[config.mk]
export PLATFORM = sky130hd
export DESIGN_NAME = dual_axis_pid_with_error_weighting_top
export DESIGN_NICKNAME = d
export VERILOG_FILES = /design/src/design/dapid_pkg.sv /design/src/design/dapid_core.sv /design/src/design/dual_axis_pid_with_error_weighting_top.sv
export SDC_FILE = /design/constraint.sdc
export NUM_CORES = 2
export LEC_CHECK = 0
export ABC_AREA = 1
export BUFFER_PORTS_ARGS = -buffer_cell sky130_fd_sc_hd__buf_2
export CAP_MARGIN = 0
export CORE_UTILIZATION = 38
export CTS_CLUSTER_DIAMETER = 120
export DETAILED_ROUTE_END_ITERATION = 12
export SETUP_SLACK_MARGIN = 0.1
export SYNTH_ARGS = -nofsm -noshare
export SYNTH_HDL_FRONTEND = slang
export SYNTH_HIERARCHICAL = 1
export SYNTH_SLANG_ARGS = --single-unit
[constraint.sdc]
create_clock -name clock -period 7.5 [get_ports clock]
set_input_delay 0.75 -clock clock [delete_from_list [all_inputs] [get_ports clock]]
set_output_delay 0.75 -clock clock [all_outputs]
set_load 0.01 [all_outputs]
[src/design/dapid_pkg.sv]
// Shared types, constants and the controller microprogram for the dual-axis PID block.
// No dependencies; imported by dapid_core and the top level.
`default_nettype none

package dapid_pkg;

   localparam int CONTROL_HZ_DEF = 50;
   localparam int ANGLE_BITS_DEF = 16;

   localparam int GAIN_W     = 16;
   localparam int TOL_W      = 15;
   localparam int IN_ANGLE_W = 16;
   localparam int DRIVE_W    = 32;
   localparam int CSR_AW     = 5;
   localparam int CSR_DW     = 32;

   // datapath widths, bounded independently of angle width and rate
   localparam int MUL_A_W  = 32;  // pi, gains, reciprocal, quotient, kd*rate
   localparam int KDHZ_W   = 31;  // kd * rate fits within 31 bits signed
   localparam int RAD_E_W  = 19;  // error in radians Q16
   localparam int RAD_D_W  = 20;  // error difference in radians Q16
   localparam int MAG_W    = 18;  // magnitude of the scaled integral step
   localparam int INTEG_W  = 18;  // integrator, held within +-1 rad
   localparam int ACC_W    = 40;  // P + I + D sum
   localparam int INTEG_LIM = 65536;

   localparam logic [MUL_A_W-1:0] PI_Q29 = 32'd1686629713;

   localparam logic signed [GAIN_W-1:0] ROLL_P_RST = 16'sd4096;
   localparam logic signed [GAIN_W-1:0] ROLL_I_RST = 16'sd41;
   localparam logic signed [GAIN_W-1:0] ROLL_D_RST = 16'sd410;
   localparam logic signed [GAIN_W-1:0] YAW_P_RST  = 16'sd3277;
   localparam logic signed [GAIN_W-1:0] YAW_I_RST  = 16'sd41;
   localparam logic signed [GAIN_W-1:0] YAW_D_RST  = 16'sd410;
   localparam logic [TOL_W-1:0]         ROLL_TOL_RST = 15'd522;
   localparam logic [TOL_W-1:0]         YAW_TOL_RST  = 15'd907;

   typedef enum logic [1:0] {
      CMD_ROLL = 2'd0,
      CMD_YAW  = 2'd1,
      CMD_REF  = 2'd2,
      CMD_TICK = 2'd3
   } cmd_type;

   typedef enum logic [2:0] {
      REG_ROLL_P   = 3'd0,
      REG_ROLL_I   = 3'd1,
      REG_ROLL_D   = 3'd2,
      REG_YAW_P    = 3'd3,
      REG_YAW_I    = 3'd4,
      REG_YAW_D    = 3'd5,
      REG_ROLL_TOL = 3'd6,
      REG_YAW_TOL  = 3'd7
   } reg_type;

   typedef struct packed {
      logic signed [GAIN_W-1:0] kp;
      logic signed [GAIN_W-1:0] ki;
      logic signed [GAIN_W-1:0] kd;
      logic [TOL_W-1:0]         tol;
   } axis_cfg_type;

   typedef struct packed {
      logic start;     // tick accepted with all sources present
      logic out_full;  // result register occupied and not being taken
   } core_ctrl_type;

   typedef struct packed {
      logic busy;
      logic done;      // both drives ready this cycle
   } core_stat_type;

   // microprogram fields
   typedef enum logic [2:0] {
      A_NONE, A_PI, A_KD, A_KP, A_KI, A_RECIP, A_QUO, A_KDHZ
   } a_sel_type;

   typedef enum logic [2:0] {
      B_NONE, B_HZ, B_ERR, B_DIF, B_MAG, B_EQ, B_DQ, B_INTEG
   } b_sel_type;

   typedef enum logic [3:0] {
      P_NOP, P_LOAD, P_KDHZ, P_EQ, P_DQ, P_QUO, P_PTERM, P_INTEG, P_ADD, P_WEIGH
   } post_type;

   typedef enum logic {
      J_NEXT, J_AXIS
   } jump_type;

   typedef struct packed {
      a_sel_type a_sel;
      b_sel_type b_sel;
      post_type  post;
      jump_type  jump;
   } uword_type;

   localparam int STEP_W = 4;

   // Steps 0 to 7 feed the multiplier; steps 1 to 8 consume the product of the step before.
   function automatic uword_type ucode(input logic [STEP_W-1:0] step);
      uword_type w;
      case (step)
         4'd0: w = '{A_KD,    B_HZ,    P_LOAD,  J_NEXT};
         4'd1: w = '{A_PI,    B_ERR,   P_KDHZ,  J_NEXT};
         4'd2: w = '{A_PI,    B_DIF,   P_EQ,    J_NEXT};
         4'd3: w = '{A_RECIP, B_MAG,   P_DQ,    J_NEXT};
         4'd4: w = '{A_KP,    B_EQ,    P_QUO,   J_NEXT};
         4'd5: w = '{A_QUO,   B_HZ,    P_PTERM, J_NEXT};
         4'd6: w = '{A_KDHZ,  B_DQ,    P_INTEG, J_NEXT};
         4'd7: w = '{A_KI,    B_INTEG, P_ADD,   J_NEXT};
         4'd8: w = '{A_NONE,  B_NONE,  P_ADD,   J_NEXT};
         4'd9: w = '{A_NONE,  B_NONE,  P_WEIGH, J_AXIS};
         default: w = '{A_NONE, B_NONE, P_NOP, J_NEXT};
      endcase
      return w;
   endfunction

endpackage

`default_nettype wire

[src/design/dapid_core.sv]
// Microcoded PID engine: step counter, ROM from dapid_pkg, one shared multiplier,
// integrators and last errors for both axes. Depends on dapid_pkg.
`default_nettype none

module dapid_core #(
   parameter int CONTROL_HZ = dapid_pkg::CONTROL_HZ_DEF,
   parameter int ANGLE_BITS = dapid_pkg::ANGLE_BITS_DEF
) (
   input  logic                                   clock,
   input  logic                                   reset,
   input  dapid_pkg::core_ctrl_type               ctrl,
   input  dapid_pkg::axis_cfg_type                roll_cfg,
   input  dapid_pkg::axis_cfg_type                yaw_cfg,
   input  logic signed [ANGLE_BITS-1:0]           roll_measured,
   input  logic signed [ANGLE_BITS-1:0]           yaw_measured,
   input  logic signed [ANGLE_BITS-1:0]           roll_target,
   input  logic signed [ANGLE_BITS-1:0]           yaw_target,
   output dapid_pkg::core_stat_type               stat,
   output logic signed [dapid_pkg::DRIVE_W-1:0]   roll_drive,
   output logic signed [dapid_pkg::DRIVE_W-1:0]   yaw_drive
);
   import dapid_pkg::*;

   localparam int MUL_B_W = (ANGLE_BITS + 1 > RAD_D_W) ? ANGLE_BITS + 1 : RAD_D_W;
   localparam int PROD_W  = MUL_A_W + MUL_B_W;
   localparam int RAD_SH  = ANGLE_BITS + 12;
   localparam int RECIP   = (1 << MAG_W) / CONTROL_HZ;
   localparam int CMP_W   = ((ANGLE_BITS > TOL_W) ? ANGLE_BITS : TOL_W) + 2;
   localparam int ISUM_W  = INTEG_W + 3;
   localparam logic signed [PROD_W-1:0] HALF = PROD_W'(1) <<< (RAD_SH - 1);
   localparam logic signed [ISUM_W-1:0] ILIM = ISUM_W'(INTEG_LIM);

   typedef enum logic {ST_IDLE, ST_RUN} state_type;

   state_type              state_ff, state_in;
   logic                   axis_ff, axis_in;
   logic [STEP_W-1:0]      step_ff, step_in;

   logic signed [ANGLE_BITS-1:0] err_ff, err_in;
   logic signed [ANGLE_BITS:0]   dif_ff, dif_in;
   logic signed [PROD_W-1:0]     prod_ff, prod_in;
   logic signed [KDHZ_W-1:0]     kdhz_ff;
   logic signed [RAD_E_W-1:0]    eq_ff;
   logic signed [RAD_D_W-1:0]    dq_ff;
   logic [MAG_W-1:0]             mag_ff, mag_in;
   logic                         neg_ff;
   logic [MAG_W-1:0]             quo_ff, quo_in;
   logic signed [ACC_W-1:0]      acc_ff, acc_in;
   logic signed [DRIVE_W-1:0]    roll_res_ff;
   logic signed [INTEG_W-1:0]    integ_ff [2];
   logic signed [INTEG_W-1:0]    integ_in;
   logic signed [ANGLE_BITS-1:0] last_ff [2];

   uword_type                  uw;
   axis_cfg_type               cfg;
   logic                       final_step, adv;
   logic signed [MUL_A_W-1:0]  a_op;
   logic signed [MUL_B_W-1:0]  b_op;
   logic signed [PROD_W-1:0]   rnd, pshift;
   logic [PROD_W-1:0]          abs_prod, mag_shift, quo_shift;
   logic [MAG_W:0]             rem, q_mag;
   logic signed [MAG_W+1:0]    q_ext, q_signed;
   logic signed [ISUM_W-1:0]   isum;
   logic signed [CMP_W-1:0]    err_wide;
   logic [CMP_W-1:0]           abs_err, tol_w;
   logic                       above, far;
   logic signed [ACC_W:0]      w_val;
   logic [ACC_W-DRIVE_W+1:0]   upper;
   logic signed [DRIVE_W-1:0]  drive_in;

   assign uw         = ucode(step_ff);
   assign cfg        = axis_ff ? yaw_cfg : roll_cfg;
   assign final_step = (uw.jump == J_AXIS) && axis_ff;
   assign adv        = (state_ff == ST_RUN) && !(final_step && ctrl.out_full);

   // operand selection and shared multiplier
   always_comb begin
      case (uw.a_sel)
         A_PI:    a_op = $signed(PI_Q29);
         A_KD:    a_op = MUL_A_W'(cfg.kd);
         A_KP:    a_op = MUL_A_W'(cfg.kp);
         A_KI:    a_op = MUL_A_W'(cfg.ki);
         A_RECIP: a_op = $signed(MUL_A_W'(RECIP));
         A_QUO:   a_op = $signed(MUL_A_W'(quo_ff));
         A_KDHZ:  a_op = MUL_A_W'(kdhz_ff);
         default: a_op = '0;
      endcase
      case (uw.b_sel)
         B_HZ:    b_op = $signed(MUL_B_W'(CONTROL_HZ));
         B_ERR:   b_op = MUL_B_W'(err_ff);
         B_DIF:   b_op = MUL_B_W'(dif_ff);
         B_MAG:   b_op = $signed(MUL_B_W'(mag_ff));
         B_EQ:    b_op = MUL_B_W'(eq_ff);
         B_DQ:    b_op = MUL_B_W'(dq_ff);
         B_INTEG: b_op = MUL_B_W'(integ_ff[axis_ff]);
         default: b_op = '0;
      endcase
   end

   assign prod_in = a_op * b_op;

   // error and its unwrapped change for the current axis
   assign err_in = axis_ff ? (yaw_target - yaw_measured) : (roll_target - roll_measured);
   assign dif_in = (ANGLE_BITS + 1)'(err_in) - (ANGLE_BITS + 1)'(last_ff[axis_ff]);

   // angle to radians Q16, rounded half up
   assign rnd       = (prod_ff + HALF) >>> RAD_SH;
   assign abs_prod  = prod_ff[PROD_W-1] ? $unsigned(-prod_ff) : $unsigned(prod_ff);
   assign mag_shift = abs_prod >> RAD_SH;
   assign mag_in    = mag_shift[MAG_W-1:0];
   assign quo_shift = $unsigned(prod_ff) >> MAG_W;
   assign quo_in    = quo_shift[MAG_W-1:0];
   assign pshift    = prod_ff >>> 12;

   // reciprocal quotient is low by at most one: fix with one compare
   assign rem      = (MAG_W + 1)'(mag_ff) - prod_ff[MAG_W:0];
   assign q_mag    = (rem >= (MAG_W + 1)'(CONTROL_HZ)) ?
                     (MAG_W + 1)'(quo_ff) + (MAG_W + 1)'(1) : (MAG_W + 1)'(quo_ff);
   assign q_ext    = $signed({1'b0, q_mag});
   assign q_signed = neg_ff ? -q_ext : q_ext;
   assign isum     = ISUM_W'(integ_ff[axis_ff]) + ISUM_W'(q_signed);

   always_comb begin
      if (isum > ILIM) begin
         integ_in = INTEG_W'(ILIM);
      end else if (isum < -ILIM) begin
         integ_in = INTEG_W'(-ILIM);
      end else begin
         integ_in = isum[INTEG_W-1:0];
      end
   end

   always_comb begin
      case (uw.post)
         P_PTERM: acc_in = pshift[ACC_W-1:0];
         P_ADD:   acc_in = acc_ff + pshift[ACC_W-1:0];
         default: acc_in = acc_ff;
      endcase
   end

   // dead band weighting and saturation
   assign err_wide = CMP_W'(err_ff);
   assign abs_err  = err_wide[CMP_W-1] ? $unsigned(-err_wide) : $unsigned(err_wide);
   assign tol_w    = CMP_W'(cfg.tol);
   assign above    = abs_err > tol_w;
   assign far      = (abs_err << 1) > (tol_w + (tol_w << 1));

   always_comb begin
      if (!above) begin
         w_val = '0;
      end else if (far) begin
         w_val = (ACC_W + 1)'(acc_ff) <<< 1;
      end else begin
         w_val = (ACC_W + 1)'(acc_ff);
      end
      upper = w_val[ACC_W:DRIVE_W-1];
      if ((&upper) || !(|upper)) begin
         drive_in = w_val[DRIVE_W-1:0];
      end else if (w_val[ACC_W]) begin
         drive_in = {1'b1, {(DRIVE_W - 1){1'b0}}};
      end else begin
         drive_in = {1'b0, {(DRIVE_W - 1){1'b1}}};
      end
   end

   // sequencer
   always_comb begin
      state_in = state_ff;
      axis_in  = axis_ff;
      step_in  = step_ff;
      if (state_ff == ST_IDLE) begin
         if (ctrl.start) begin
            state_in = ST_RUN;
            axis_in  = 1'b0;
            step_in  = '0;
         end
      end else if (adv) begin
         if (uw.jump == J_AXIS) begin
            step_in = '0;
            if (axis_ff) begin
               state_in = ST_IDLE;
            end else begin
               axis_in = 1'b1;
            end
         end else begin
            step_in = step_ff + STEP_W'(1);
         end
      end
   end

   always_ff @(posedge clock) begin
      if (reset) begin
         state_ff <= ST_IDLE;
         axis_ff  <= 1'b0;
         step_ff  <= '0;
      end else begin
         state_ff <= state_in;
         axis_ff  <= axis_in;
         step_ff  <= step_in;
      end
   end

   // controller state kept across ticks
   always_ff @(posedge clock) begin
      if (reset) begin
         integ_ff[0] <= '0;
         integ_ff[1] <= '0;
         last_ff[0]  <= '0;
         last_ff[1]  <= '0;
      end else if (adv) begin
         if (uw.post == P_INTEG) begin
            integ_ff[axis_ff] <= integ_in;
         end
         if (uw.post == P_WEIGH) begin
            last_ff[axis_ff] <= err_ff;
         end
      end
   end

   // datapath registers
   always_ff @(posedge clock) begin
      if (adv) begin
         prod_ff <= prod_in;
         acc_ff  <= acc_in;
         case (uw.post)
            P_LOAD: begin
               err_ff <= err_in;
               dif_ff <= dif_in;
            end
            P_KDHZ: kdhz_ff <= prod_ff[KDHZ_W-1:0];
            P_EQ: begin
               eq_ff  <= rnd[RAD_E_W-1:0];
               mag_ff <= mag_in;
               neg_ff <= prod_ff[PROD_W-1];
            end
            P_DQ:  dq_ff  <= rnd[RAD_D_W-1:0];
            P_QUO: quo_ff <= quo_in;
            P_WEIGH: begin
               if (!axis_ff) begin
                  roll_res_ff <= drive_in;
               end
            end
            default: ;
         endcase
      end
   end

   assign stat.busy  = (state_ff == ST_RUN);
   assign stat.done  = adv && final_step;
   assign roll_drive = roll_res_ff;
   assign yaw_drive  = drive_in;

endmodule

`default_nettype wire

[src/design/dual_axis_pid_with_error_weighting_top.sv]
// Top level of the dual-axis PID: stream channels, APB register file, angle stores.
// Depends on dapid_pkg and dapid_core.
//
//   channel   direction   handshake           payload
//   req_      in          tvalid/tready       tuser: cmd; tdata: angle_a, angle_b
//   rsp_      out         tvalid/tready       tdata: roll_drive, yaw_drive
//   csr_      in          psel/penable        8 registers at 4*i, 32-bit data
//
// Sample and reference transactions are taken whenever the core is idle. A tick with
// all sources present runs two passes (roll, then yaw) of a 10-step microprogram that
// shares one multiplier; input is not taken during that run.
// Reset is synchronous and restores register defaults, clears stores and integrators.
// The result register holds under back-pressure; a following tick waits at its last
// step until the previous result has been taken.
`default_nettype none

module dual_axis_pid_with_error_weighting_top #(
   parameter int CONTROL_HZ = dapid_pkg::CONTROL_HZ_DEF,
   parameter int ANGLE_BITS = dapid_pkg::ANGLE_BITS_DEF
) (
   input  logic                           clock,
   input  logic                           reset,
   input  logic                           req_tvalid,
   output logic                           req_tready,
   input  logic [31:0]                    req_tdata,   // angle_a [15:0], angle_b [31:16]
   input  logic [1:0]                     req_tuser,   // cmd [1:0]
   output logic                           rsp_tvalid,
   input  logic                           rsp_tready,
   output logic [63:0]                    rsp_tdata,   // roll_drive [31:0], yaw_drive [63:32]
   input  logic                           csr_psel,
   input  logic                           csr_penable,
   input  logic                           csr_pwrite,
   input  logic [dapid_pkg::CSR_AW-1:0]   csr_paddr,
   input  logic [dapid_pkg::CSR_DW-1:0]   csr_pwdata,
   output logic [dapid_pkg::CSR_DW-1:0]   csr_prdata,
   output logic                           csr_pready
);
   import dapid_pkg::*;

   logic signed [GAIN_W-1:0] roll_p_ff, roll_i_ff, roll_d_ff;
   logic signed [GAIN_W-1:0] yaw_p_ff, yaw_i_ff, yaw_d_ff;
   logic [TOL_W-1:0]         roll_tol_ff, yaw_tol_ff;

   logic signed [ANGLE_BITS-1:0] roll_meas_ff, yaw_meas_ff, roll_tgt_ff, yaw_tgt_ff;
   logic [2:0]                   seen_ff, seen_in;
   logic                         rsp_valid_ff;
   logic [63:0]                  rsp_data_ff;

   logic                         csr_wr;
   reg_type                      csr_idx;
   logic                         req_acc;
   cmd_type                      cmd;
   logic signed [IN_ANGLE_W-1:0] in_a, in_b;
   logic signed [ANGLE_BITS-1:0] angle_a, angle_b;

   core_ctrl_type                ctrl;
   core_stat_type                stat;
   axis_cfg_type                 roll_cfg, yaw_cfg;
   logic signed [DRIVE_W-1:0]    roll_drive, yaw_drive;

   // register file
   assign csr_pready = 1'b1;
   assign csr_wr     = csr_psel && csr_penable && csr_pwrite && csr_pready;
   assign csr_idx    = reg_type'(csr_paddr[CSR_AW-1:2]);

   always_ff @(posedge clock) begin
      if (reset) begin
         roll_p_ff   <= ROLL_P_RST;
         roll_i_ff   <= ROLL_I_RST;
         roll_d_ff   <= ROLL_D_RST;
         yaw_p_ff    <= YAW_P_RST;
         yaw_i_ff    <= YAW_I_RST;
         yaw_d_ff    <= YAW_D_RST;
         roll_tol_ff <= ROLL_TOL_RST;
         yaw_tol_ff  <= YAW_TOL_RST;
      end else if (csr_wr) begin
         case (csr_idx)
            REG_ROLL_P:   roll_p_ff   <= csr_pwdata[GAIN_W-1:0];
            REG_ROLL_I:   roll_i_ff   <= csr_pwdata[GAIN_W-1:0];
            REG_ROLL_D:   roll_d_ff   <= csr_pwdata[GAIN_W-1:0];
            REG_YAW_P:    yaw_p_ff    <= csr_pwdata[GAIN_W-1:0];
            REG_YAW_I:    yaw_i_ff    <= csr_pwdata[GAIN_W-1:0];
            REG_YAW_D:    yaw_d_ff    <= csr_pwdata[GAIN_W-1:0];
            REG_ROLL_TOL: roll_tol_ff <= csr_pwdata[TOL_W-1:0];
            REG_YAW_TOL:  yaw_tol_ff  <= csr_pwdata[TOL_W-1:0];
            default: ;
         endcase
      end
   end

   always_comb begin
      case (csr_idx)
         REG_ROLL_P:   csr_prdata = CSR_DW'(roll_p_ff);
         REG_ROLL_I:   csr_prdata = CSR_DW'(roll_i_ff);
         REG_ROLL_D:   csr_prdata = CSR_DW'(roll_d_ff);
         REG_YAW_P:    csr_prdata = CSR_DW'(yaw_p_ff);
         REG_YAW_I:    csr_prdata = CSR_DW'(yaw_i_ff);
         REG_YAW_D:    csr_prdata = CSR_DW'(yaw_d_ff);
         REG_ROLL_TOL: csr_prdata = CSR_DW'(roll_tol_ff);
         REG_YAW_TOL:  csr_prdata = CSR_DW'(yaw_tol_ff);
         default:      csr_prdata = '0;
      endcase
   end

   // input transactions
   assign req_tready = !stat.busy;
   assign req_acc    = req_tvalid && req_tready;
   assign cmd        = cmd_type'(req_tuser);
   assign in_a       = req_tdata[IN_ANGLE_W-1:0];
   assign in_b       = req_tdata[2*IN_ANGLE_W-1:IN_ANGLE_W];
   assign angle_a    = ANGLE_BITS'(in_a);
   assign angle_b    = ANGLE_BITS'(in_b);

   always_comb begin
      seen_in = seen_ff;
      if (req_acc) begin
         case (cmd)
            CMD_ROLL: seen_in = seen_ff | 3'b001;
            CMD_YAW:  seen_in = seen_ff | 3'b010;
            CMD_REF:  seen_in = seen_ff | 3'b100;
            default:  seen_in = seen_ff;
         endcase
      end
   end

   always_ff @(posedge clock) begin
      if (reset) begin
         roll_meas_ff <= '0;
         yaw_meas_ff  <= '0;
         roll_tgt_ff  <= '0;
         yaw_tgt_ff   <= '0;
         seen_ff      <= '0;
      end else begin
         seen_ff <= seen_in;
         if (req_acc) begin
            case (cmd)
               CMD_ROLL: roll_meas_ff <= angle_a;
               CMD_YAW:  yaw_meas_ff  <= angle_a;
               CMD_REF: begin
                  roll_tgt_ff <= angle_a;
                  yaw_tgt_ff  <= angle_b;
               end
               default: ;
            endcase
         end
      end
   end

   // a tick before every source has arrived is dropped
   assign ctrl.start    = req_acc && (cmd == CMD_TICK) && (seen_ff == 3'b111);
   assign ctrl.out_full = rsp_valid_ff && !rsp_tready;

   assign roll_cfg = '{kp: roll_p_ff, ki: roll_i_ff, kd: roll_d_ff, tol: roll_tol_ff};
   assign yaw_cfg  = '{kp: yaw_p_ff,  ki: yaw_i_ff,  kd: yaw_d_ff,  tol: yaw_tol_ff};

   dapid_core #(
      .CONTROL_HZ (CONTROL_HZ),
      .ANGLE_BITS (ANGLE_BITS)
   ) u_core (
      .clock         (clock),
      .reset         (reset),
      .ctrl          (ctrl),
      .roll_cfg      (roll_cfg),
      .yaw_cfg       (yaw_cfg),
      .roll_measured (roll_meas_ff),
      .yaw_measured  (yaw_meas_ff),
      .roll_target   (roll_tgt_ff),
      .yaw_target    (yaw_tgt_ff),
      .stat          (stat),
      .roll_drive    (roll_drive),
      .yaw_drive     (yaw_drive)
   );

   // result register
   always_ff @(posedge clock) begin
      if (reset) begin
         rsp_valid_ff <= 1'b0;
      end else if (stat.done) begin
         rsp_valid_ff <= 1'b1;
      end else if (rsp_tready) begin
         rsp_valid_ff <= 1'b0;
      end
   end

   always_ff @(posedge clock) begin
      if (stat.done) begin
         rsp_data_ff <= {yaw_drive, roll_drive};
      end
   end

   assign rsp_tvalid = rsp_valid_ff;
   assign rsp_tdata  = rsp_data_ff;

endmodule

`default_nettype wire

==> reports/qor.csv <==
stage,metric,value,unit
detailed_routing,first_iter_violations,4414,
sta,skew,42.1,ps
worst_setup_path,r2r_setup_slack,-390,ps
logic_synthesis,avgSynthCellArea,8.11,um^2
global_route,grt_pass1_vias,52800,
logic_synthesis,yosys_most_used_dff,edfxtp_1,
logic_synthesis,synth_seq_cells,608,
die,core_region_area,154000,um^2
power,p_seq_share,44.5,%
logic_synthesis,yosys-top-cells-count,"1,466 x nand2_1, 1,331 x inv_1, 930 x nor2_1, 643 x fa_1, 396 x edfxtp_1",
sta,drv_slew,0,
sta,hold_slack,301,ps
final_layout,insertedDiodeCount,0,
global_route,grt_pass1_wl,306,mm
placement,pre_cts_ws,-886,ps
global_route,grt_use_met1,33.7,%
worst_setup_path,critPathBufInv,17,
final_layout,fin_cells,10200,
sta,finalHoldViolations,0,
power,p_per_area,110,nW/um^2
detailed_routing,drt-wirelength-per-cell,19.7,um
worst_setup_path,r2r-start,u_core/uw[5],
logic_synthesis,synth_edf_count,396,
worst_setup_path,worstReg2RegEnd,u_core/prod_ff[49],
global_route,use_met3,2.76,%
global_route,grt_util_met2,41.9,%
sta,fin_ws,-386,ps
logic_synthesis,synthTopCellsByArea,"fa_1 22%, edfxtp_1 20%, nand2_1 9.4%, inv_1 8.5%, dfxtp_1 7.2%",
final_layout,layout.nets,9133,
global_route,grt_antenna_before_repair,3,
clocking,cts_buffers,67,
worst_setup_path,cp-start-kind,register,
die,fp-row-count,144,
power,power_leakage,35.4,nW
outcome,violations,setup timing,
detailed_routing,routed_via_density,5.12,
global_route,grt_overflow,0,
detailed_routing,firstDrtPassIters,6,
worst_setup_path,critPathCapture,u_core/prod_ff[49],
die,die_w,395,um
sta,min_period,7890,ps
clocking,cts_root_buf,clkbuf_16,
worst_setup_path,slowest_delay,620,ps
detailed_routing,ant_nets,0,
placement,dp_cells,9914,
logic_synthesis,yosysWarnings,6,
power,intPower,6.00,mW
clocking,cts_tree,yes,
worst_setup_path,r2r_cells,37,
worst_setup_path,path_class,reg2reg,
worst_setup_path,critPathTopFamily,adder cells,
logic_synthesis,syn-cell-area,58800,um^2
min_path,hold_class,in2reg,
detailed_routing,drt_wl_total,201,mm
logic_synthesis,yosys.area.top_type_share,21.9,%
power,switching_share,26.4,%
final_layout,area_growth,25.9,%
final_layout,drive_gt1_share,22.8,%
run,max_cap_violations,0,
detailed_routing,drc,0,
detailed_routing,vias,52200,
worst_setup_path,cp.depth,37,
power,clkPwrFrac,42.6,%
sta,slew_headroom,19.2,%
global_route,grt_max_degree,108,
power,p_comb_share,12.8,%
worst_setup_path,slowest_stage,fa_2,
worst_setup_path,cp.arrival,8270,ps
clocking,path_clk_slew,60,ps
outcome,status,"finished, violations left",
die,start_util,38.2,%
logic_synthesis,synthArstFlopShare,0,%
logic_synthesis,synth_area_leader_cell,fa_1,
clocking,cts_buffer_depth,3,
worst_setup_path,worst-path-max-fanout,13,
sta,timing.final.crit_share,105,%
global_route,grt-busiest-layer,met2,
logic_synthesis,yosysMostFrequentCell,nand2_1,
die,die-area,156000,um^2
logic_synthesis,synth_nets,8289,
power,power_switching,2.15,mW
sta,rsz0062_at_grt,true,
clocking,h-tree-depth,3,
logic_synthesis,synth.yosys.seq_area_share,27.4,%
sta,setup_violations,22,
placement,place.gp.congestion,0.991,
worst_setup_path,setup.worst_path.end_class,register,
global_route,grtUsageTotal,25.3,%
worst_setup_path,required,7880,ps
sta,max_freq,127,MHz
worst_setup_path,cp-startpoint,u_core/uw[5],
power,vdd_drop_max,0.000139,V
die,die_h,395,um
clocking,clock_latency,680,ps
worst_setup_path,crit_top_cell,fa_1,
placement,hpwl,156,mm
die,io_pins,177,
logic_synthesis,synth_cell_types,72,
sta,tightest_slew,1210,ps
logic_synthesis,netlist_instances,7251,
placement,port_buffers,157,
clocking,cts.sinks,608,
[metal layers]
layer  vias to the layer above  part of all wire, %
met3                       379                  6.3
met5                         -                    0
met2                      1723                   47
met4                         0                  4.2
li1                      24400                    -
met1                     25700                   43
[final cells by class]
cell class	instances	area (um^2)
Fill cell	14700	79800
Clock inverter	35	459
Inverter	1367	5250
Sequential cell	608	16200
Tap cell	2044	2560
Clock buffer	85	1820
Multi-Input combinational cell	5012	39000
Timing Repair Buffer	1039	8820
[power groups by stage]
| stage | Sequential [mW] | Clock [mW] | Combinational (mW) |
|---|---|---|---|
| after detailed placement | 3.70 | 0 | 0.937 |
| final | 3.63 | 3.47 | 1.04 |
| after floorplan | 3.69 | 0 | 0.611 |
| after CTS | 3.63 | 3.53 | 0.965 |
| after global routing | 3.63 | 3.66 | 1.15 |
| after global placement | 3.70 | 0 | 0.927 |
[cell families after synthesis]
| group | share of synthesized area, % |
|---|---|
| other cells | 0.00638 |
| compound gates | 8.31 |
| flops | 27.4 |
| xor+xnor | 3.08 |
| simple gates | 21.0 |
| fa+ha+maj | 28.6 |
| mux | 0.653 |
| buf+inv | 10.9 |
[worst reg2reg max path: cells and delay by family (launching register included)]
family,cells,cell delay (ps)
AO/OA/AOI/OAI,3,610
XOR/XNOR,1,150
adder cells (fa/ha/maj),8,3940
buffers and inverters,17,1750
flip-flops,1,370
AND/OR/NAND/NOR,8,810
[flip-flops by register name (all words and copies together) (netlist names), 19 cells and up, named ones only]
| register | flops |
|---|---|
| rsp_tdata | 64 |
| u_core/prod_ff | 52 |
| u_core/acc_ff | 40 |
| u_core/integ_ff | 36 |
| u_core/last_ff | 32 |
| u_core/roll_drive | 32 |
| u_core/kdhz_ff | 31 |
| u_core/dq_ff | 20 |
| u_core/eq_ff | 19 |
[what timing repair did]
action                     4_1_cts  5_1_grt
hold buffers                     0        0
setup endpoints to repair       40       39
buffers inserted                76       79
resized for setup              368      447
gates cloned                     3        8
pin swaps                      107      215
[stage by stage]
| step | utilization (%) | setup TNS [ps] | instance area [um^2] | power (mW) |
|---|---|---|---|---|
| 2_1_floorplan | - | 0 | 59200 | 4.31 |
| 3_3_place_gp | 43.7 | -21350 | 67200 | 4.63 |
| 3_5_place_dp | 43.7 | -20530 | 67200 | 4.64 |
| 4_1_cts | 46.5 | -5310 | 71600 | 8.13 |
| 5_1_grt | 48.1 | -11700 | 74100 | 8.44 |
| 6_report | 48.1 | -6210 | 74100 | 8.15 |
[worst min path at each step]
stage	slack [ps]	from	cells past startpoint	end
final	300	req_tdata[18]	3	yaw_tgt_ff[2]
after floorplan	400	u_core/roll_drive[0]	0	rsp_tdata[0]
after global routing	310	req_tdata[18]	3	yaw_tgt_ff[2]
after global placement	400	u_core/roll_drive[21]	0	rsp_tdata[21]
after detailed placement	400	u_core/roll_drive[15]	0	rsp_tdata[15]
after CTS	270	req_tdata[23]	3	yaw_tgt_ff[7]
[layout by cell type, fill, tap and decap left out, types with 19 or more instances in the layout]
| cell type | count |
|---|---|
| xor2_1 | 149 |
| a21oi_2 | 53 |
| inv_1 | 1218 |
| nand4_1 | 113 |
| a21oi_1 | 248 |
| xnor2_1 | 52 |
| nand2_1 | 1378 |
| ha_1 | 279 |
| nor4_1 | 24 |
| nor3_1 | 51 |
| nor2_4 | 39 |
| buf_4 | 702 |
| nand2_4 | 19 |
| nor2_1 | 869 |
| o21a_1 | 23 |
| buf_6 | 89 |
| dfxtp_1 | 204 |
| edfxtp_1 | 396 |
| ha_4 | 38 |
| buf_12 | 65 |
| or2_2 | 37 |
| buf_2 | 158 |
| clkbuf_16 | 75 |
| a21oi_4 | 27 |
| fa_2 | 45 |
| o21ai_0 | 297 |
| a31oi_1 | 25 |
| nand3_1 | 186 |
| o21ai_1 | 20 |
| nand2_2 | 100 |
| o211ai_1 | 22 |
| nor2_2 | 46 |
| inv_2 | 105 |
| fa_1 | 598 |
Note: power is estimated with default switching activity, not from simulation.
